$ cat src/sv/vbm_pkg.sv
// Shared types, constants and codes of the vertical 16-row box mean block.
package vbm_pkg;

    // Storage geometry.
    localparam int MAX_ROW_BYTES = 16384;
    localparam int WINDOW_ROWS   = 16;
    localparam int COL_W         = $clog2(MAX_ROW_BYTES);
    localparam int SLOT_W        = $clog2(WINDOW_ROWS);
    localparam int ROWS_W        = SLOT_W + 1;
    localparam int RING_AW       = SLOT_W + COL_W;
    localparam int RING_DEPTH    = WINDOW_ROWS * MAX_ROW_BYTES;

    // Field and arithmetic widths.
    localparam int BYTE_W    = 8;
    localparam int SUM_W     = 12;
    localparam int CFG_W     = 15;
    localparam int LEN_W     = (COL_W + 1 > CFG_W) ? COL_W + 1 : CFG_W;
    localparam int APB_AW    = 3;
    localparam int APB_DW    = 32;

    // Register reset value.
    localparam logic [CFG_W-1:0] ROW_BYTES_RESET = 15'd14661;

    // Queue between the front and the back.
    localparam int QUEUE_DEPTH = 2;
    localparam int QPTR_W      = $clog2(QUEUE_DEPTH);
    localparam int QCNT_W      = $clog2(QUEUE_DEPTH + 1);

    // How the back updates a column sum.
    localparam logic [1:0] MODE_FIRST  = 2'd0;
    localparam logic [1:0] MODE_ACCUM  = 2'd1;
    localparam logic [1:0] MODE_WINDOW = 2'd2;

    typedef struct packed {
        logic [BYTE_W-1:0] pixel_byte;
        logic              frame_start;
    } in_item_t;

    typedef struct packed {
        logic [BYTE_W-1:0] mean_byte;
        logic              row_end;
    } out_item_t;

    // One classified byte as handed from the front to the back.
    typedef struct packed {
        logic [BYTE_W-1:0] pixel_byte;
        logic [COL_W-1:0]  col;
        logic [SLOT_W-1:0] slot;
        logic [1:0]        mode;
        logic              produce;
        logic              last;
    } desc_t;

    // Handshake group of the descriptor queue.
    typedef struct packed {
        logic  valid;
        desc_t desc;
    } desc_chan_t;

endpackage

$ cat src/sv/vbm_queue.sv
// Short descriptor queue between the front end and the back end.
module vbm_queue (
    input  logic                aclk,
    input  logic                aresetn,
    input  vbm_pkg::desc_chan_t push,
    output logic                full,
    output vbm_pkg::desc_chan_t head,
    input  logic                pop
);

    vbm_pkg::desc_t              entry_reg [vbm_pkg::QUEUE_DEPTH];
    logic [vbm_pkg::QPTR_W-1:0]  wr_ptr_reg, wr_ptr_next;
    logic [vbm_pkg::QPTR_W-1:0]  rd_ptr_reg, rd_ptr_next;
    logic [vbm_pkg::QCNT_W-1:0]  count_reg, count_next;
    logic                        do_push;
    logic                        do_pop;

    assign full    = count_reg == vbm_pkg::QCNT_W'(vbm_pkg::QUEUE_DEPTH);
    assign do_push = push.valid && !full;
    assign do_pop  = pop && (count_reg != '0);

    assign head.valid = count_reg != '0;
    assign head.desc  = entry_reg[rd_ptr_reg];

    // Pointer and occupancy bookkeeping.
    always_comb begin
        wr_ptr_next = wr_ptr_reg;
        rd_ptr_next = rd_ptr_reg;
        count_next  = count_reg;
        if (do_push) begin
            if (wr_ptr_reg == vbm_pkg::QPTR_W'(vbm_pkg::QUEUE_DEPTH - 1)) begin
                wr_ptr_next = '0;
            end else begin
                wr_ptr_next = wr_ptr_reg + vbm_pkg::QPTR_W'(1);
            end
        end
        if (do_pop) begin
            if (rd_ptr_reg == vbm_pkg::QPTR_W'(vbm_pkg::QUEUE_DEPTH - 1)) begin
                rd_ptr_next = '0;
            end else begin
                rd_ptr_next = rd_ptr_reg + vbm_pkg::QPTR_W'(1);
            end
        end
        if (do_push && !do_pop) begin
            count_next = count_reg + vbm_pkg::QCNT_W'(1);
        end else if (do_pop && !do_push) begin
            count_next = count_reg - vbm_pkg::QCNT_W'(1);
        end
    end

    always_ff @(posedge aclk) begin
        if (!aresetn) begin
            wr_ptr_reg <= '0;
            rd_ptr_reg <= '0;
            count_reg  <= '0;
        end else begin
            wr_ptr_reg <= wr_ptr_next;
            rd_ptr_reg <= rd_ptr_next;
            count_reg  <= count_next;
        end
    end

    // Entry storage.
    always_ff @(posedge aclk) begin
        if (do_push) begin
            entry_reg[wr_ptr_reg] <= push.desc;
        end
    end

endmodule

$ cat config.mk
export PLATFORM = sky130hd
export DESIGN_NAME = vbm_queue
export DESIGN_NICKNAME = d
export VERILOG_FILES = /design/src/sv/vbm_pkg.sv /design/src/sv/vbm_queue.sv
export SDC_FILE = /design/constraint.sdc
export NUM_CORES = 1
export LEC_CHECK = 0
export BUFFER_PORTS_ARGS = -buffer_cell sky130_fd_sc_hd__buf_4
export CAP_MARGIN = 30
export CORE_UTILIZATION = 45
export CTS_CLUSTER_SIZE = 12
export DETAILED_ROUTE_END_ITERATION = 10
export PLACE_DENSITY = 0.78
export SLEW_MARGIN = 20
export SYNTH_ARGS = -nofsm -noshare
export SYNTH_HDL_FRONTEND = slang
export SYNTH_SLANG_ARGS = --single-unit
export TNS_END_PERCENT = 10
$ cat constraint.sdc
create_clock -name aclk -period 3.9 [get_ports aclk]
set_input_delay 0.975 -clock aclk [delete_from_list [all_inputs] [get_ports aclk]]
set_output_delay 0.975 -clock aclk [all_outputs]
set_load 0.02 [all_outputs]
==> reports/results.md <==
### Floorplan
- 26 — FP Rows
- 46.8% — starting utilization of the core area
- 74.9 um — die height
- 5610 um2 — floorplan die area
- 66 — count of pins on the block boundary
- 5110 um2 — Core Area
- 74.9 um — Die Wd

### STA
- 0.340 GHz — top achievable clock speed
- 686 ps — slew at the pin closest to its max-slew limit
- 0 — Final Max Tran Viols
- 75.4% — fraction of the cycle the final worst path needs
- 0 ps — accumulated negative setup slack
- 0 — number of failing hold endpoints at the final stage
- no — unrepaired setup endpoints after global routing
- 0 — Setup Viol. Count Final
- 2940 ps — min Tclk post-route
- 3.88 ps — largest clock skew in the final design
- 54.1% — worst-case headroom to the max-slew limit

### Synth
- 65 — FF+latch count, synth
- 0% — share of flip-flops with an asynchronous set or reset after synthesis
- 60 x edfxtp_1, 30 x mux2_2, 5 x dfxtp_1 — synth cell count leaders
- 79.5% — share of the yosys chip area belonging to registers
- 20.3 um2 — Syn Area/Cell
- 118 — Gate Count Post-Synth
- 21 — number of distinct library cells after synthesis
- edfxtp_1 — most frequently used cell type in the post-synthesis netlist
- edfxtp_1 — cell accounting for the most synthesized area
- 153 — net count of the mapped netlist
- 75.4% — Synth top area share
- 60 — Post-synth EDFFs
- edfxtp_1 75%, mux2_2 14%, dfxtp_1 4.2%, and2_1 0.78%, xnor2_1 0.73% — Synth area leaders
- 0 — yosys warns
- edfxtp_1 — ys flop type
- 2390 um2 — post-synth design cell area

### Worst hold path
- 2 — hold path depth
- flip-flop to flip-flop — worst min-delay path category
- count_reg[1] — launch point of the worst hold path
- count_reg[1] — sink of the worst hold path

### Critical path
- buf_4 — cell occurring most often along the worst timing path
- 2010 ps — register-to-register path setup slack
- entry_reg[0][22] — Crit Reg-Reg Endpoint
- output port — Critical Path Sink Type
- dfxtp_1 — highest-delay cell along the critical path
- 1960 ps — Arr. time, crit path
- 16 — peak fanout along the critical path
- count_reg[0] — reg-to-reg critical path startpoint
- flip-flops — family with the most delay on the worst path
- 2920 ps — Crit path required time
- flip-flop to output port — crit path kind
- 750 ps — CP max stage delay
- 4 — Register-to-Register Path Depth
- 3 — count of cell instances traversed by the critical path
- buf_4, mux2_2, buf_4 — critical path, cell by cell
- 2 — number of buffers and inverters on the critical path
- flip-flop — Critical Path Source Type

### Finish
- 0 — number of antenna cells inserted
- 61.8% — Post-Route Utilization
- 60 — flip-flop count of the largest register, all copies and words added
- 32.0% — area added between synthesis and finish
- 57.1% — ratio of cells with drive above 1 in the final layout
- 229 — nets
- 268 — Final Non-Filler Cells

### Clocking
- 0 — CTS-repair resized insts
- 60 ps — clock-pin slew of the registers on the worst-case setup and hold paths
- 320 ps — clock insertion delay at the later pin of the skew report
- 0 — number of setup buffers added after CTS
- yes — CTS tree
- 0 — count of hold-fix buffers inserted at cts
- 9 — number of buffers created by CTS
- clkbuf_8 — clock root cell
- 3 — Clock H-tree levels
- 2 — clock tree buffer depth
- 65 — TritonCTS Sinks

### GRT
- 27.4% — GRT met2 Usage
- 0 — number of antenna violations at the first check in global routing
- 1,277 — via count of the first global-routing pass
- met2 — most utilized layer in the global route result
- 0 — GR Overflow Total
- 17.1% — met1 Resource Use GR
- 31 — pin count of the biggest net entering global routing
- 15.7% — total global-route track usage
- 5980 um — global-route wire length before repair
- 4.82% — met3 capacity usage during global routing

### Run status
- finished, final reports clean — status

### Power
- 660 nW/um2 — power per cell area
- 0.301 mV — VDD IR max
- 1.20 nW — cell leakage power

### Placed design
- 65 — number of buffers added on ports
- 2870 um — DP Wirelength
- 253 — cell count after placement
- 0.673 — routability congestion estimate from global placement

### Route
- 4090 um — drt total wl
- 1,280 — via count of the routed design
- 0 — number of nets still failing antenna checks after routing
- 5 — Initial DRT Pass Iterations
- 49 — Starting DRT DRC Count
- 15.2 um — Wirelength per Cell
- 0 — DRC violations left
- 4.78 — Avg Vias per Cell

### Job
- 0 — max-cap violations

==> cells in the final DEF (no fill, tap or decap) <==
| master | Yosys | layout |
|---|---|---|
| mux2_2 | 30 | 30 |
| nor3_4 | 0 | 1 |
| clkbuf_1 | 0 | 1 |
| buf_4 | 0 | 68 |
| bufinv_16 | 0 | 1 |
| nor2_1 | 1 | 1 |
| clkinv_1 | 0 | 2 |
| xor2_1 | 1 | 1 |
| clkbuf_8 | 0 | 9 |
| edfxtp_1 | 60 | 60 |
| o21a_1 | 1 | 1 |
| nand2b_1 | 1 | 1 |
| a21boi_1 | 1 | 1 |
| xnor2_1 | 2 | 2 |
| ha_1 | 1 | 1 |
| inv_1 | 1 | 1 |
| and3_1 | 1 | 1 |
| or2_2 | 1 | 1 |
| o21ai_0 | 1 | 1 |
| o21ai_1 | 1 | 1 |
| a21boi_0 | 1 | 1 |
| or3_1 | 1 | 1 |
| inv_2 | 1 | 1 |
| dfxtp_1 | 5 | 5 |
| clkinv_2 | 0 | 2 |
| and2_1 | 3 | 3 |
==> where the power goes <==
part / total, mW / switching [mW] / internal (mW) / leakage (nW)
clock: 0.506 / 0.221 / 0.285 / 0.0910
combinational: 0.645 / 0.332 / 0.313 / 0.503
sequential: 0.931 / 0.0516 / 0.879 / 0.602
total: 2.08 / 0.605 / 1.48 / 1.20
==> metrics by stage <==
step | worst slack (ps) | instance area [um2] | power [mW] | hold slack [ps]
2_1_floorplan | 1210 | 2390 | 1.34 | 479
3_3_place_gp | 1390 | 2980 | 1.57 | 497
3_5_place_dp | 1280 | 2980 | 1.60 | 528
4_1_cts | 923 | 3160 | 2.11 | 537
5_1_grt | 848 | 3160 | 2.19 | 564
6_report | 961 | 3160 | 2.08 | 526
==> worst reg2reg max path, cell delays in order, from the launching register on <==
cell and delay, ps:
dfxtp_1 400, nand2b_1 180, inv_2 70, nor3_4 530
buf_4 390
==> area by class of cell <==
cell class,count,area [um2]
Fill cell,388,1950
Sequential cell,65,1900
Clock buffer,10,128
Clock inverter,5,47.5
Timing Repair Buffer,68,510
Tap cell,70,87.6
Inverter,2,7.51
Multi-Input combinational cell,48,473
==> cell families (layout without fill, tap and decap cells) <==
logic type,Yosys count,after routing,synth area share [%]
AOI/OAI and AO/OA,5,5,1.36
xor gates and xnor gates,3,3,1.10
adders and majority gates,1,1,0.523
buffers and inverters,5,85,0.941
DFF,65,65,79.5
muxes,30,30,14.1
and+or+nand+nor,9,9,2.41
==> how the worst max path moves through the flow <==
stage	endpoint	startpoint	slack, ps
after floorplan	entry_reg[0][0]	push[30]	1210
after global placement	head[15]	flip-flop	1390
after global routing	head[28]	flip-flop	850
after detailed placement	head[28]	flip-flop	1280
final	head[28]	flip-flop	960
after CTS	head[28]	flip-flop	920
==> per-layer routing <==
layer	vias up	share of wire (%)
met5	-	0
met4	0	0.66
met3	2	4.3
met2	42	56
met1	631	39
li1	605	-
No activity file was read; power rests on OpenSTA's default activity.
