## src/sv/vbm_pkg.sv

```systemverilog
// Shared types, constants and codes of the vertical 16-row box mean block.
package vbm_pkg;

    // Storage geometry.
    localparam int MAX_ROW_BYTES = 16384;
    localparam int WINDOW_ROWS   = 16;
    localparam int COL_W         = $clog2(MAX_ROW_BYTES);
    localparam int SLOT_W        = $clog2(WINDOW_ROWS);
    localparam int ROWS_W        = SLOT_W + 1;
    localparam int RING_AW       = SLOT_W + COL_W;
    localparam int RING_DEPTH    = WINDOW_ROWS * MAX_ROW_BYTES;

    // Field and arithmetic widths.
    localparam int BYTE_W    = 8;
    localparam int SUM_W     = 12;
    localparam int CFG_W     = 15;
    localparam int LEN_W     = (COL_W + 1 > CFG_W) ? COL_W + 1 : CFG_W;
    localparam int APB_AW    = 3;
    localparam int APB_DW    = 32;

    // Register reset value.
    localparam logic [CFG_W-1:0] ROW_BYTES_RESET = 15'd14661;

    // Queue between the front and the back.
    localparam int QUEUE_DEPTH = 2;
    localparam int QPTR_W      = $clog2(QUEUE_DEPTH);
    localparam int QCNT_W      = $clog2(QUEUE_DEPTH + 1);

    // How the back updates a column sum.
    localparam logic [1:0] MODE_FIRST  = 2'd0;
    localparam logic [1:0] MODE_ACCUM  = 2'd1;
    localparam logic [1:0] MODE_WINDOW = 2'd2;

    typedef struct packed {
        logic [BYTE_W-1:0] pixel_byte;
        logic              frame_start;
    } in_item_t;

    typedef struct packed {
        logic [BYTE_W-1:0] mean_byte;
        logic              row_end;
    } out_item_t;

    // One classified byte as handed from the front to the back.
    typedef struct packed {
        logic [BYTE_W-1:0] pixel_byte;
        logic [COL_W-1:0]  col;
        logic [SLOT_W-1:0] slot;
        logic [1:0]        mode;
        logic              produce;
        logic              last;
    } desc_t;

    // Handshake group of the descriptor queue.
    typedef struct packed {
        logic  valid;
        desc_t desc;
    } desc_chan_t;

endpackage

```

## src/sv/vbm_front.sv

```systemverilog
// Front end: accepts input bytes, tracks column, ring slot and row count.
module vbm_front (
    input  logic                        aclk,
    input  logic                        aresetn,
    input  logic [vbm_pkg::CFG_W-1:0]   row_bytes,
    input  logic                        s_valid,
    output logic                        s_ready,
    input  vbm_pkg::in_item_t           s_data,
    input  logic                        q_full,
    output vbm_pkg::desc_chan_t         push
);

    logic [vbm_pkg::COL_W-1:0]  column_index_reg, column_index_next;
    logic [vbm_pkg::ROWS_W-1:0] rows_seen_reg, rows_seen_next;
    logic [vbm_pkg::SLOT_W-1:0] ring_slot_reg, ring_slot_next;

    logic [vbm_pkg::LEN_W-1:0]  len_raw;
    logic [vbm_pkg::LEN_W-1:0]  len_eff;
    logic [vbm_pkg::COL_W-1:0]  col;
    logic [vbm_pkg::ROWS_W-1:0] rows;
    logic [vbm_pkg::SLOT_W-1:0] slot;
    logic                       last;
    logic                       accept;

    assign s_ready = !q_full;
    assign accept  = s_valid && s_ready;

    // Clamp the row length into the range the storage supports.
    assign len_raw = vbm_pkg::LEN_W'(row_bytes);
    always_comb begin
        if (len_raw == '0) begin
            len_eff = vbm_pkg::LEN_W'(1);
        end else if (len_raw > vbm_pkg::LEN_W'(vbm_pkg::MAX_ROW_BYTES)) begin
            len_eff = vbm_pkg::LEN_W'(vbm_pkg::MAX_ROW_BYTES);
        end else begin
            len_eff = len_raw;
        end
    end

    // A frame start restarts the counters for the flagged byte itself.
    assign col  = s_data.frame_start ? '0 : column_index_reg;
    assign rows = s_data.frame_start ? '0 : rows_seen_reg;
    assign slot = s_data.frame_start ? '0 : ring_slot_reg;
    assign last = (vbm_pkg::LEN_W'(col) + vbm_pkg::LEN_W'(1)) >= len_eff;

    // Classify the byte for the back end.
    always_comb begin
        push.valid           = accept;
        push.desc.pixel_byte = s_data.pixel_byte;
        push.desc.col        = col;
        push.desc.slot       = slot;
        push.desc.last       = last;
        push.desc.produce    = rows >= vbm_pkg::ROWS_W'(vbm_pkg::WINDOW_ROWS - 1);
        if (rows == '0) begin
            push.desc.mode = vbm_pkg::MODE_FIRST;
        end else if (rows < vbm_pkg::ROWS_W'(vbm_pkg::WINDOW_ROWS)) begin
            push.desc.mode = vbm_pkg::MODE_ACCUM;
        end else begin
            push.desc.mode = vbm_pkg::MODE_WINDOW;
        end
    end

    // Counter update on each accepted transaction.
    always_comb begin
        column_index_next = column_index_reg;
        rows_seen_next    = rows_seen_reg;
        ring_slot_next    = ring_slot_reg;
        if (accept) begin
            if (last) begin
                column_index_next = '0;
                ring_slot_next    = slot + vbm_pkg::SLOT_W'(1);
                if (rows < vbm_pkg::ROWS_W'(vbm_pkg::WINDOW_ROWS)) begin
                    rows_seen_next = rows + vbm_pkg::ROWS_W'(1);
                end else begin
                    rows_seen_next = rows;
                end
            end else begin
                column_index_next = col + vbm_pkg::COL_W'(1);
                rows_seen_next    = rows;
                ring_slot_next    = slot;
            end
        end
    end

    always_ff @(posedge aclk) begin
        if (!aresetn) begin
            column_index_reg <= '0;
            rows_seen_reg    <= '0;
            ring_slot_reg    <= '0;
        end else begin
            column_index_reg <= column_index_next;
            rows_seen_reg    <= rows_seen_next;
            ring_slot_reg    <= ring_slot_next;
        end
    end

endmodule

```

## config.mk

```make
export PLATFORM = sky130hd
export DESIGN_NAME = vbm_front
export DESIGN_NICKNAME = d
export VERILOG_FILES = /design/src/sv/vbm_pkg.sv /design/src/sv/vbm_front.sv
export SDC_FILE = /design/constraint.sdc
export NUM_CORES = 1
export LEC_CHECK = 0
export BUFFER_PORTS_ARGS = -buffer_cell sky130_fd_sc_hd__buf_2
export CAP_MARGIN = 20
export CORE_UTILIZATION = 44
export CTS_BUF_LIST = sky130_fd_sc_hd__clkbuf_16
export CTS_CLUSTER_SIZE = 14
export DETAILED_ROUTE_END_ITERATION = 6
export GPL_TIMING_DRIVEN = 0
export PLACE_DENSITY = 0.7
export SLEW_MARGIN = 20
export SYNTH_ARGS = -nofsm -noshare
export SYNTH_HDL_FRONTEND = slang
export SYNTH_SLANG_ARGS = --single-unit
```

## constraint.sdc

```tcl
create_clock -name aclk -period 5.5 [get_ports aclk]
set_input_delay 1.1 -clock aclk [delete_from_list [all_inputs] [get_ports aclk]]
set_output_delay 1.1 -clock aclk [all_outputs]
set_load 0.02 [all_outputs]
```

==> results_tabular.tex, run 1 <==
\begin{tabular}{lr}
\hline
Metric & Value \\
\hline
\multicolumn{2}{l}{\textbf{Run status}} \\
\quad Result of the run & finished clean \\
\multicolumn{2}{l}{\textbf{Placement}} \\
\quad Post-detail-place hpwl & 3830 um \\
\quad Routability cong. & 0.806 \\
\quad Number of port buffers & 51 \\
\quad Inst Count DP & 369 \\
\multicolumn{2}{l}{\textbf{Finish}} \\
\quad Ant diodes & 0 \\
\quad Final cell count without fillers & 371 \\
\quad Reg area & 460 sq um \\
\quad Fraction of final layout cells sized beyond drive strength 1 & 22.1\% \\
\quad Signed area change from the synthesized netlist to the final layout & 20.1\% \\
\quad \# nets final & 369 \\
\quad Layout fillers & 411 \\
\quad Multi-input combinational cell area & 1320 sq um \\
\quad Largest register FFs & 14 \\
\multicolumn{2}{l}{\textbf{Drt}} \\
\quad Vias per inst & 5.50 \\
\quad Via Count & 2039 \\
\quad Average detailed-routed wire length per instance & 13.3 um \\
\quad Remaining routing DRC violations & 0 \\
\quad Detailed-route wire length & 4950 um \\
\quad Number of nets still failing antenna checks after routing & 0 \\
\quad Count of routing violations after the opening detailed-route iteration & 203 \\
\quad Pre-antenna DRT Iters & 4 \\
\multicolumn{2}{l}{\textbf{Synthesis}} \\
\quad Yosys Warn Count & 0 \\
\quad Most area-hungry cell type in the Yosys netlist & dfxtp\_1 \\
\quad Number of enable-type register cells in the synthesized netlist & 0 \\
\quad Post-synth top flop & dfxtp\_1 \\
\quad Summed instance area of the synthesized netlist & 1940 sq um \\
\quad Number of synthesized register bits & 23 \\
\quad Total nets after synthesis & 315 \\
\quad Gate count after technology mapping & 268 \\
\quad Post-synth top area share & 23.7\% \\
\quad Average cell area after synthesis & 7.25 sq um \\
\quad Synth area leaders & dfxtp\_1 (24\%), ha\_1 (12\%), nand2\_1 (8.5\%) \\
\quad Async set-or-reset flop fraction in the synthesized netlist & 0\% \\
\quad Distinct cell type count after synthesis & 43 \\
\quad Portion of the post-synthesis area used by sequential elements & 23.7\% \\
\multicolumn{2}{l}{\textbf{Critical path}} \\
\quad Critical path arrival & 4.15 ns \\
\quad CP max FO & 23 \\
\quad Slowest stage delay, CP & 0.35 ns \\
\quad Startpoint types & input port \\
\quad Critical path data required time & 4.40 ns \\
\quad Startpoint-to-endpoint class of the critical path & in2out \\
\quad Cell with the largest stage delay on the worst path & buf\_2 \\
\quad Cell depth of the worst flop-to-flop path & 14 \\
\quad Worst path cell trace & buf\_2 > clkbuf\_2 > nor2b\_1 > ha\_1 > and4\_1 > nand2\_1 > xor2\_1 > nor2\_1 > ha\_1 > nand4\_1 > or2\_2 > o221a\_2 > inv\_2 > buf\_4 > buf\_2 \\
\quad Critical Path Sink Type & output port \\
\multicolumn{2}{l}{\textbf{Timing}} \\
\quad Count of final hold-check violations & 0 \\
\quad Final max-slew violation count & 0 \\
\quad Endpoints failing setup & 0 \\
\quad Setup repair after global routing missed its margin & false \\
\quad Final min period & 5.25 ns \\
\quad Final setup skew & 0.00396 ns \\
\quad Final worst path period share & 95.4\% \\
\quad Pin slew with the least headroom to its limit & 0.564 ns \\
\quad Maximum operating frequency & 191 MHz \\
\quad Worst slew margin relative to its limit & 62.4\% \\
\multicolumn{2}{l}{\textbf{Power}} \\
\quad Leakage power figure & 1.08 nW \\
\quad Final total power & 387 uW \\
\quad IR drop worst, VDD & 0.112 mV \\
\quad Total power divided by cell area & 166 nW/um\^{}2 \\
\multicolumn{2}{l}{\textbf{Clock network}} \\
\quad Clock sink count & 23 \\
\quad Clk buf depth & 2 \\
\quad Clock Tree Root & clkbuf\_16 \\
\quad CTS tree & yes \\
\quad Num CTS Buffers & 3 \\
\quad CTS H-Tree Depth & 1 \\
\quad Clock-pin slew reported for the worst setup and hold paths after clock tree synthesis & 0.06 ns \\
\quad Count of hold-fix buffers inserted at cts & 0 \\
\quad Clock insertion delay at the later pin of the skew report & 0.26 ns \\
\multicolumn{2}{l}{\textbf{Min path}} \\
\quad WHS Path Cells & 2 \\
\quad Path class of the lowest-slack min-delay path & reg2reg \\
\multicolumn{2}{l}{\textbf{Die}} \\
\quad Width of the die & 68.5 um \\
\quad Die boundary height & 68.5 um \\
\quad I/O pin total & 60 \\
\quad Initial cell density of the core & 47.2\% \\
\quad Row cnt & 23 \\
\quad Core outline area & 4120 sq um \\
\quad Die Footprint & 4690 sq um \\
\multicolumn{2}{l}{\textbf{GRT}} \\
\quad Maximum number of pins on one net before global-route repair & 24 \\
\quad Initial antenna violation count & 0 \\
\quad Grt met1 use & 32.7\% \\
\quad Total routing usage reported by global routing & 22.2\% \\
\quad Via count of the first global-routing pass & 1683 \\
\quad Most utilized layer in the global route result & met2 \\
\quad Global-route wire length before repair & 7800 um \\
\quad Gr ovfl total & 0 \\
\quad Met2 Use GR & 34.4\% \\
\quad GR Util met3 & 3.33\% \\
\multicolumn{2}{l}{\textbf{Flow run}} \\
\quad Max-capacitance violation count & 0 \\
\hline
\end{tabular}
[synthesized netlist by cell type, types with 2 or more instances]
master / instances
dfxtp_1: 23
buf_4: 11
and4_1: 2
a211oi_1: 3
o22ai_1: 2
nor3_1: 6
nor4_1: 3
inv_1: 8
a21oi_1: 20
a31oi_1: 2
nor2b_1: 20
nand3_1: 23
clkbuf_1: 9
xnor2_1: 4
nand2b_1: 4
xor2_1: 7
o21ai_0: 6
nand4_1: 7
nor2_1: 15
o21a_1: 3
ha_1: 19
and3_1: 3
and4b_1: 2
a211o_1: 2
or3_1: 3
nand2_1: 44
[worst max-delay path, delay by kind of cell]
family,cells,cell delay [ns]
compound gates,1,0.27
xor+xnor,1,0.20
buf+inv,5,1.14
fa+ha+maj,2,0.59
simple gates,6,0.84
[final timing paths]
path                   startpoint              endpoint  slack (ns)
max reg2reg   column_index_reg[0]  column_index_reg[13]        2.09
min          column_index_reg[12]  column_index_reg[12]        0.45
min reg2reg  column_index_reg[12]  column_index_reg[12]        0.45
max                     s_data[0]               push[0]        0.25
[metrics by stage]
stage	setup WS (ns)	setup TNS, ns	instance area, sq um	hold WS [ns]	utilization (%)
2_1_floorplan	0.375	0	1940	0.427	-
3_3_place_gp	-0.545	-0.545	2260	0.439	54.9
3_5_place_dp	-0.555	-0.555	2260	0.440	54.9
4_1_cts	0.263	0	2330	0.450	56.7
5_1_grt	0.0638	0	2330	0.461	56.7
6_report	0.251	0	2330	0.447	56.7
[cell type report]
class                      instances  area share [%]
multi-input combinational        213            56.6
clock inverter                     1           0.161
clock buffer                       3            3.22
buffer                            20            5.09
sequential                        23            19.7
tap                               50            2.68
inverter                          10            1.61
timing repair buffer              51            10.9
[logic make-up (layout without fill, tap and decap cells)]
| logic type | count (synthesis) | in the layout | synth area share, % |
|---|---|---|---|
| flops | 23 | 23 | 23.7 |
| buf+inv | 32 | 85 | 8.37 |
| fa+ha+maj | 19 | 19 | 12.2 |
| mux | 1 | 1 | 0.515 |
| simple gates | 136 | 136 | 35.2 |
| compound gates | 46 | 46 | 15.0 |
| xor+xnor | 11 | 11 | 4.96 |
[what timing repair did]
action                     in CTS  in global routing
buffers inserted                0                  0
gates resized for setup         1                  0
setup endpoints to repair       1                  0
[cells in the final DEF, fill, tap and decap left out, drive strengths merged, types with 2 or more instances in the layout]
cell and instances:
buf 64, nand2 44, nand3 23, dfxtp 23, a21oi 20, nor2b 20
ha 19, nor2 15, inv 10, clkbuf 10, nand4 7, xor2 7
nor3 6, o21ai 6, nand2b 4, xnor2 4, a211oi 4, nor4 3
and3 3, or3 3, o21a 3, and4b 2, and4 2, a211o 2
a31oi 2, o22ai 2
[routing by layer]
layer / vias to the layer above / part of all wire (%)
met1: 932 / 47
li1: 1037 / -
met4: 0 / 0.36
met3: 2 / 6.0
met2: 68 / 46
met5: - / 0
[power by group]
group / switching [mW] / leakage [nW] / internal, mW
clock: 0.0617 / 0.0423 / 0.0972
sequential: 0.000662 / 0.185 / 0.167
combinational: 0.0371 / 0.848 / 0.0229
Power figures use the tool's default switching activity.
==> run 2: changes to the inputs <==
clock period = 5.6 ns   (was 5.5 ns; I/O delays follow)
==> results_tabular.tex, run 2 (synthesis results as in run 1) <==
\begin{tabular}{lr}
\hline
Metric & Value \\
\hline
\multicolumn{2}{l}{\textbf{Run status}} \\
\quad Result of the run & finished clean (unchanged) \\
\multicolumn{2}{l}{\textbf{Clock network}} \\
\quad Clock sink count & 23 (unchanged) \\
\quad Count of buffers added by post-CTS timing repair for setup & 0 (unchanged) \\
\quad Num CTS Buffers & 3 (unchanged) \\
\quad CTS tree & yes (unchanged) \\
\quad Clock-pin slew reported for the worst setup and hold paths after clock tree synthesis & 0.06 ns (about the same) \\
\quad Clock insertion delay at the later pin of the skew report & 0.26 ns (about the same) \\
\quad CTS H-Tree Depth & 1 (unchanged) \\
\quad Clk buf depth & 2 (unchanged) \\
\quad Count of hold-fix buffers inserted at cts & 0 (unchanged) \\
\quad Clock Tree Root & clkbuf\_16 (unchanged) \\
\multicolumn{2}{l}{\textbf{Finish}} \\
\quad Final non-filler cell area & 2330 sq um (unchanged) \\
\quad \# nets final & 369 (unchanged) \\
\quad Signed area change from the synthesized netlist to the final layout & 20.1\% (unchanged) \\
\quad Commonest cells after routing, fill and taps aside & buf\_2 (52), nand2\_1 (44), nand3\_1 (23), dfxtp\_1 (23) (unchanged) \\
\quad Most common cell after layout, fill and taps aside & buf\_2 (unchanged) \\
\quad Layout fillers & 411 (unchanged) \\
\quad Ant diodes & 0 (unchanged) \\
\quad Largest register FFs & 14 (unchanged) \\
\quad Fraction of final layout cells sized beyond drive strength 1 & 22.1\% (unchanged) \\
\multicolumn{2}{l}{\textbf{Power}} \\
\quad IR drop worst, VDD & 0.110 mV (was 0.112 mV) \\
\quad Cell Int Power & 282 uW (was 287 uW) \\
\quad Gate power share & 15.5\% (about the same) \\
\quad Total power divided by cell area & 163 nW/um\^{}2 (was 166 nW/um\^{}2) \\
\quad Switching power as a share of total power & 25.7\% (about the same) \\
\quad Psw & 97.4 uW (was 99.5 uW) \\
\quad Leakage power figure & 1.08 nW (unchanged) \\
\quad Clock group share of total power & 41.1\% (about the same) \\
\quad Relative contribution of sequential cells to total power & 43.4\% (about the same) \\
\multicolumn{2}{l}{\textbf{Placement}} \\
\quad Standard cell area after detailed placement & 2260 sq um (unchanged) \\
\quad Number of port buffers & 51 (unchanged) \\
\quad Routability cong. & 0.806 (unchanged) \\
\quad Worst slack after detailed placement & -0.495 ns (was -0.555 ns) \\
\quad Post-detail-place hpwl & 3830 um (unchanged) \\
\multicolumn{2}{l}{\textbf{Critical path}} \\
\quad Critical path arrival & 4.16 ns (was 4.15 ns) \\
\quad CP max FO & 23 (unchanged) \\
\quad Slowest stage delay, CP & 0.35 ns (about the same) \\
\quad Endpoint of the worst register-to-register path & column\_index\_reg[13] (unchanged) \\
\quad Register-to-register setup slack & 2.20 ns (was 2.09 ns) \\
\quad Startpoint types & input port (unchanged) \\
\quad Critical path data required time & 4.48 ns (was 4.40 ns) \\
\quad Critical Path Sink Type & output port (unchanged) \\
\quad Cell depth of the worst flop-to-flop path & 14 (unchanged) \\
\quad Cell with the largest stage delay on the worst path & clkbuf\_2 (was buf\_2) \\
\quad Worst path cell trace & buf\_2 > clkbuf\_2 > nor2b\_1 > ha\_1 > and4\_1 > nand2\_1 > xor2\_1 > nor2\_1 > ha\_1 > nand4\_1 > or2\_2 > o221a\_2 > inv\_2 > buf\_4 > buf\_2 (unchanged) \\
\quad Startpoint-to-endpoint class of the critical path & in2out (unchanged) \\
\quad Startpoint of the worst register-to-register path & column\_index\_reg[0] (unchanged) \\
\multicolumn{2}{l}{\textbf{GRT}} \\
\quad Gr ovfl total & 0 (unchanged) \\
\quad GR Util met3 & 3.83\% (was 3.33\%) \\
\quad Most utilized layer in the global route result & met2 (unchanged) \\
\quad Initial antenna violation count & 0 (unchanged) \\
\quad Maximum number of pins on one net before global-route repair & 15 (was 24) \\
\quad Global-route wire length before repair & 7850 um (was 7800 um) \\
\quad Via count of the first global-routing pass & 1692 (was 1683) \\
\quad Grt met1 use & 32.5\% (was 32.7\%) \\
\quad Met2 Use GR & 35.0\% (was 34.4\%) \\
\quad Total routing usage reported by global routing & 22.4\% (was 22.2\%) \\
\multicolumn{2}{l}{\textbf{Drt}} \\
\quad Remaining routing DRC violations & 0 (unchanged) \\
\quad Vias per inst & 5.49 (was 5.50) \\
\quad Via Count & 2038 (was 2039) \\
\quad Pre-antenna DRT Iters & 4 (unchanged) \\
\quad Number of nets still failing antenna checks after routing & 0 (unchanged) \\
\quad Detailed-route wire length & 4930 um (was 4950 um) \\
\quad Count of routing violations after the opening detailed-route iteration & 182 (was 203) \\
\quad Average detailed-routed wire length per instance & 13.3 um (about the same) \\
\multicolumn{2}{l}{\textbf{Flow run}} \\
\quad Max-capacitance violation count & 0 (unchanged) \\
\multicolumn{2}{l}{\textbf{Timing}} \\
\quad Setup repair after global routing missed its margin & false (unchanged) \\
\quad Pin slew with the least headroom to its limit & 0.538 ns (was 0.564 ns) \\
\quad Final min period & 5.28 ns \\
\quad Final worst path period share & 94.3\% \\
\quad Endpoints failing setup & 0 (unchanged) \\
\quad Final setup skew & 0.00449 ns (was 0.00396 ns) \\
\quad Final max-slew violation count & 0 (unchanged) \\
\quad Maximum operating frequency & 189 MHz \\
\quad Worst slew margin relative to its limit & 64.1\% (was 62.4\%) \\
\quad Slack of the critical path & 0.316 ns (was 0.251 ns) \\
\quad Count of final hold-check violations & 0 (unchanged) \\
\multicolumn{2}{l}{\textbf{Die}} \\
\quad Row cnt & 23 (unchanged) \\
\quad Die boundary height & 68.5 um (unchanged) \\
\quad Width of the die & 68.5 um (unchanged) \\
\quad Die Footprint & 4690 sq um (unchanged) \\
\quad Core outline area & 4120 sq um (unchanged) \\
\quad I/O pin total & 60 (unchanged) \\
\quad Initial cell density of the core & 47.2\% (unchanged) \\
\multicolumn{2}{l}{\textbf{Min path}} \\
\quad WHS Path Cells & 2 (unchanged) \\
\quad Min-Delay Endpoint & column\_index\_reg[11] (was column\_index\_reg[12]) \\
\quad Path class of the lowest-slack min-delay path & reg2reg (unchanged) \\
\quad Min-Delay Startpoint & column\_index\_reg[11] (was column\_index\_reg[12]) \\
\hline
\end{tabular}
[run 2: cell counts in the layout (fill, tap and decap cells not counted)]
Identical to the previous run, type by type.
[run 2: what timing repair did]
item                                    4_1_cts  5_1_grt
hold endpoints to repair                      0        0
gates resized for setup                       1        0
endpoints found under the setup margin        1        1
cloned                                        0        0
pin swaps                                     0        0
[run 2: through the flow]
stage	TNS [ns]	utilization (%)	hold slack (ns)	power, mW	cells
final	0	56.7	0.448	0.380	371
after global routing	0	56.7	0.461	0.396	371
after global placement	-0.485	54.9	0.439	0.227	369
after floorplan	0	-	0.427	0.206	268
after CTS	0	56.8	0.450	0.382	372
after detailed placement	-0.495	54.9	0.440	0.228	369
[run 2: layout make-up]
type                            instances  area (sq um)  area share, %
Multi-Input combinational cell        213          1320           56.6
Sequential cell                        23           460           19.7
Timing Repair Buffer                   51           255           10.9
Buffer                                 20           119           5.09
Clock buffer                            3          75.1           3.22
Tap cell                               50          62.6           2.68
Inverter                               10          37.5           1.61
Clock inverter                          1          3.75          0.161
[run 2: power groups by stage]
stage	logic, mW	clock network (mW)	registers (mW)
2_1_floorplan	0.0373	0	0.168
3_3_place_gp	0.0585	0	0.169
3_5_place_dp	0.0591	0	0.169
4_1_cts	0.0591	0.158	0.165
5_1_grt	0.0655	0.166	0.165
6_report	0.0588	0.156	0.165
[run 2: worst max-delay path by stage]
stage / from / end / slack [ns] / depth (start not counted)
detailed placement: s_data[0] / push[0] / -0.49 / 17
CTS: s_data[0] / push[0] / 0.03 / 16
global placement: s_data[0] / push[0] / -0.48 / 17
floorplan: s_data[0] / push[0] / 0.43 / 14
global route: s_data[0] / push[0] / 0.1 / 15
finish: s_data[0] / push[0] / 0.32 / 15
[run 2: metal layers]
metal | part of all wire, % | up-vias
met2 | 46 | 67
met4 | 0.32 | 0
li1 | - | 1036
met5 | 0 | -
met1 | 47 | 933
met3 | 6.6 | 2
[run 2: worst max-delay path: cells and delay by family]
| kind | cells | cell delay, ns |
|---|---|---|
| AO/OA/AOI/OAI | 1 | 0.27 |
| XOR/XNOR | 1 | 0.20 |
| adder cells (fa/ha/maj) | 2 | 0.59 |
| buffers and inverters | 5 | 1.13 |
| AND/OR/NAND/NOR | 6 | 0.84 |
==> run 3: changes to the inputs <==
RECOVER_POWER = 50   (was not set)
==> results_tabular.tex, run 3 (synthesis results as in run 1) <==
\begin{tabular}{lr}
\hline
Metric & Value \\
\hline
\multicolumn{2}{l}{\textbf{Die}} \\
\quad Die boundary height & 68.5 um (unchanged) \\
\quad Initial cell density of the core & 47.2\% (unchanged) \\
\quad Core outline area & 4120 sq um (unchanged) \\
\quad Die Footprint & 4690 sq um (unchanged) \\
\quad Row cnt & 23 (unchanged) \\
\quad Width of the die & 68.5 um (unchanged) \\
\quad I/O pin total & 60 (unchanged) \\
\multicolumn{2}{l}{\textbf{Power}} \\
\quad Leakage power figure & 0.980 nW (was 1.08 nW) \\
\quad Final total power & 379 uW (was 380 uW) \\
\quad Total power divided by cell area & 165 nW/um\^{}2 (was 163 nW/um\^{}2) \\
\quad IR drop worst, VDD & 0.109 mV (was 0.110 mV) \\
\multicolumn{2}{l}{\textbf{Finish}} \\
\quad Multi-input combinational cell area & 1320 sq um (unchanged) \\
\quad \# nets final & 369 (unchanged) \\
\quad Reg area & 460 sq um (unchanged) \\
\quad Largest register FFs & 14 (unchanged) \\
\quad Fraction of final layout cells sized beyond drive strength 1 & 14.3\% (was 22.1\%) \\
\quad Signed area change from the synthesized netlist to the final layout & 18.5\% (was 20.1\%) \\
\quad Commonest cells after routing, fill and taps aside & nand2\_1 (44), clkbuf\_1 (31), buf\_2 (27), nand3\_1 (23), dfxtp\_1 (23) (was buf\_2 (52), nand2\_1 (44), nand3\_1 (23), dfxtp\_1 (23)) \\
\quad Most common cell after layout, fill and taps aside & nand2\_1 (was buf\_2) \\
\quad Layout fillers & 427 (was 411) \\
\quad Final cell utilization of the core & 55.9\% (was 56.7\%) \\
\quad Ant diodes & 0 (unchanged) \\
\multicolumn{2}{l}{\textbf{Drt}} \\
\quad Pre-antenna DRT Iters & 5 (was 4) \\
\quad Vias per inst & 5.53 (was 5.49) \\
\quad Via Count & 2050 (was 2038) \\
\quad Detailed-route wire length & 4940 um (was 4930 um) \\
\quad Count of routing violations after the opening detailed-route iteration & 155 (was 182) \\
\quad Number of nets still failing antenna checks after routing & 0 (unchanged) \\
\quad Average detailed-routed wire length per instance & 13.3 um (about the same) \\
\quad Remaining routing DRC violations & 0 (unchanged) \\
\multicolumn{2}{l}{\textbf{Clock network}} \\
\quad Count of buffers added by post-CTS timing repair for setup & 0 (unchanged) \\
\quad Clock insertion delay at the later pin of the skew report & 0.26 ns (about the same) \\
\quad Clk buf depth & 2 (unchanged) \\
\quad CTS H-Tree Depth & 1 (unchanged) \\
\quad Clock Tree Root & clkbuf\_16 (unchanged) \\
\quad Clock-pin slew reported for the worst setup and hold paths after clock tree synthesis & 0.06 ns (about the same) \\
\quad Clock sink count & 23 (unchanged) \\
\quad Num CTS Buffers & 3 (unchanged) \\
\quad CTS tree & yes (unchanged) \\
\multicolumn{2}{l}{\textbf{Timing}} \\
\quad Maximum operating frequency & 189 MHz (about the same) \\
\quad Final max-slew violation count & 0 (unchanged) \\
\quad Final worst path period share & 94.5\% (was 94.3\%) \\
\quad Setup repair after global routing missed its margin & false (unchanged) \\
\quad Hold Slack & 0.448 ns (about the same) \\
\quad Worst slew margin relative to its limit & 62.7\% (was 64.1\%) \\
\quad Endpoints failing setup & 0 (unchanged) \\
\quad Total negative setup slack & 0 ns (unchanged) \\
\quad Pin slew with the least headroom to its limit & 0.560 ns (was 0.538 ns) \\
\quad Count of final hold-check violations & 0 (unchanged) \\
\quad Final setup skew & 0.00505 ns (was 0.00449 ns) \\
\quad Final min period & 5.29 ns (was 5.28 ns) \\
\multicolumn{2}{l}{\textbf{GRT}} \\
\quad Gr ovfl total & 0 (unchanged) \\
\quad Maximum number of pins on one net before global-route repair & 15 (unchanged) \\
\quad Initial antenna violation count & 0 (unchanged) \\
\quad Via count of the first global-routing pass & 1692 (unchanged) \\
\quad Total routing usage reported by global routing & 22.4\% (unchanged) \\
\quad Global-route wire length before repair & 7850 um (unchanged) \\
\multicolumn{2}{l}{\textbf{Critical path}} \\
\quad Critical Path Sink Type & output port (unchanged) \\
\quad CP max FO & 23 (unchanged) \\
\quad Critical path arrival & 4.17 ns (was 4.16 ns) \\
\quad Startpoint types & input port (unchanged) \\
\quad Critical path data required time & 4.48 ns (about the same) \\
\quad Startpoint-to-endpoint class of the critical path & in2out (unchanged) \\
\multicolumn{2}{l}{\textbf{Placement}} \\
\quad Post-detail-place hpwl & 3830 um (unchanged) \\
\quad Number of port buffers & 51 (unchanged) \\
\quad Routability cong. & 0.806 (unchanged) \\
\multicolumn{2}{l}{\textbf{Run status}} \\
\quad Result of the run & finished clean (unchanged) \\
\multicolumn{2}{l}{\textbf{Flow run}} \\
\quad Max-capacitance violation count & 0 (unchanged) \\
\multicolumn{2}{l}{\textbf{Min path}} \\
\quad Path class of the lowest-slack min-delay path & reg2reg (unchanged) \\
\hline
\end{tabular}
run 3: cell types whose count changed in the layout (fill, tap and decap cells not counted):
cell	change
buf_2	-25
clkbuf_1	+25
run 3: worst paths after layout:
path | endpoint | depth (start not counted) | slack [ns] | startpoint
worst min-delay path | column_index_reg[12] | 2 | 0.45 | column_index_reg[12]
worst min register to register | column_index_reg[12] | 2 | 0.45 | column_index_reg[12]
worst max-delay path | push[0] | 15 | 0.31 | s_data[0]
worst max register to register | column_index_reg[13] | 14 | 2.18 | column_index_reg[0]
run 3: critical path: stages:
cell	delay [ns]
buf_2	0.35
clkbuf_2	0.35
nor2b_1	0.11
ha_1	0.27
and4_1	0.20
nand2_1	0.10
xor2_1	0.20
nor2_1	0.08
ha_1	0.32
nand4_1	0.08
or2_2	0.27
o221a_2	0.27
inv_2	0.17
buf_4	0.13
buf_2	0.15
run 3: what timing repair did:
action	in CTS	in global routing
resized for setup	1	0
setup endpoints to repair	1	1
hold buffers	0	0
run 3: cell type report:
class	instances	area share, %
inverters	10	1.63
flip-flops and latches	23	20.0
plain buffers	20	5.16
well taps	50	2.72
repair buffers	51	9.73
clock inverters	1	0.163
multi-input cells	213	57.3
clock buffers	3	3.26
run 3: power by group:
group	leakage (nW)	total [mW]	internal (mW)	switching (mW)
logic	0.752	0.0579	0.0214	0.0364
registers	0.185	0.165	0.164	0.000657
clock network	0.0423	0.156	0.0955	0.0608
total	0.980	0.379	0.281	0.0979
run 3: through the flow:
stage,setup slack (ns),area [sq um],cells
after global routing,0.0947,2300,371
final,0.309,2300,371
after floorplan,0.435,1940,268
after global placement,-0.485,2260,369
after CTS,0.0348,2340,372
after detailed placement,-0.495,2260,369
run 3: routing by layer:
layer | global-route usage (%) | wire length [um] | share of wire, %
met4 | 3.13 | 17 | 0.34
met5 | 0 | 0 | 0
met2 | 35.0 | 2270 | 46
met1 | 32.5 | 2370 | 48
met3 | 3.83 | 287 | 5.8
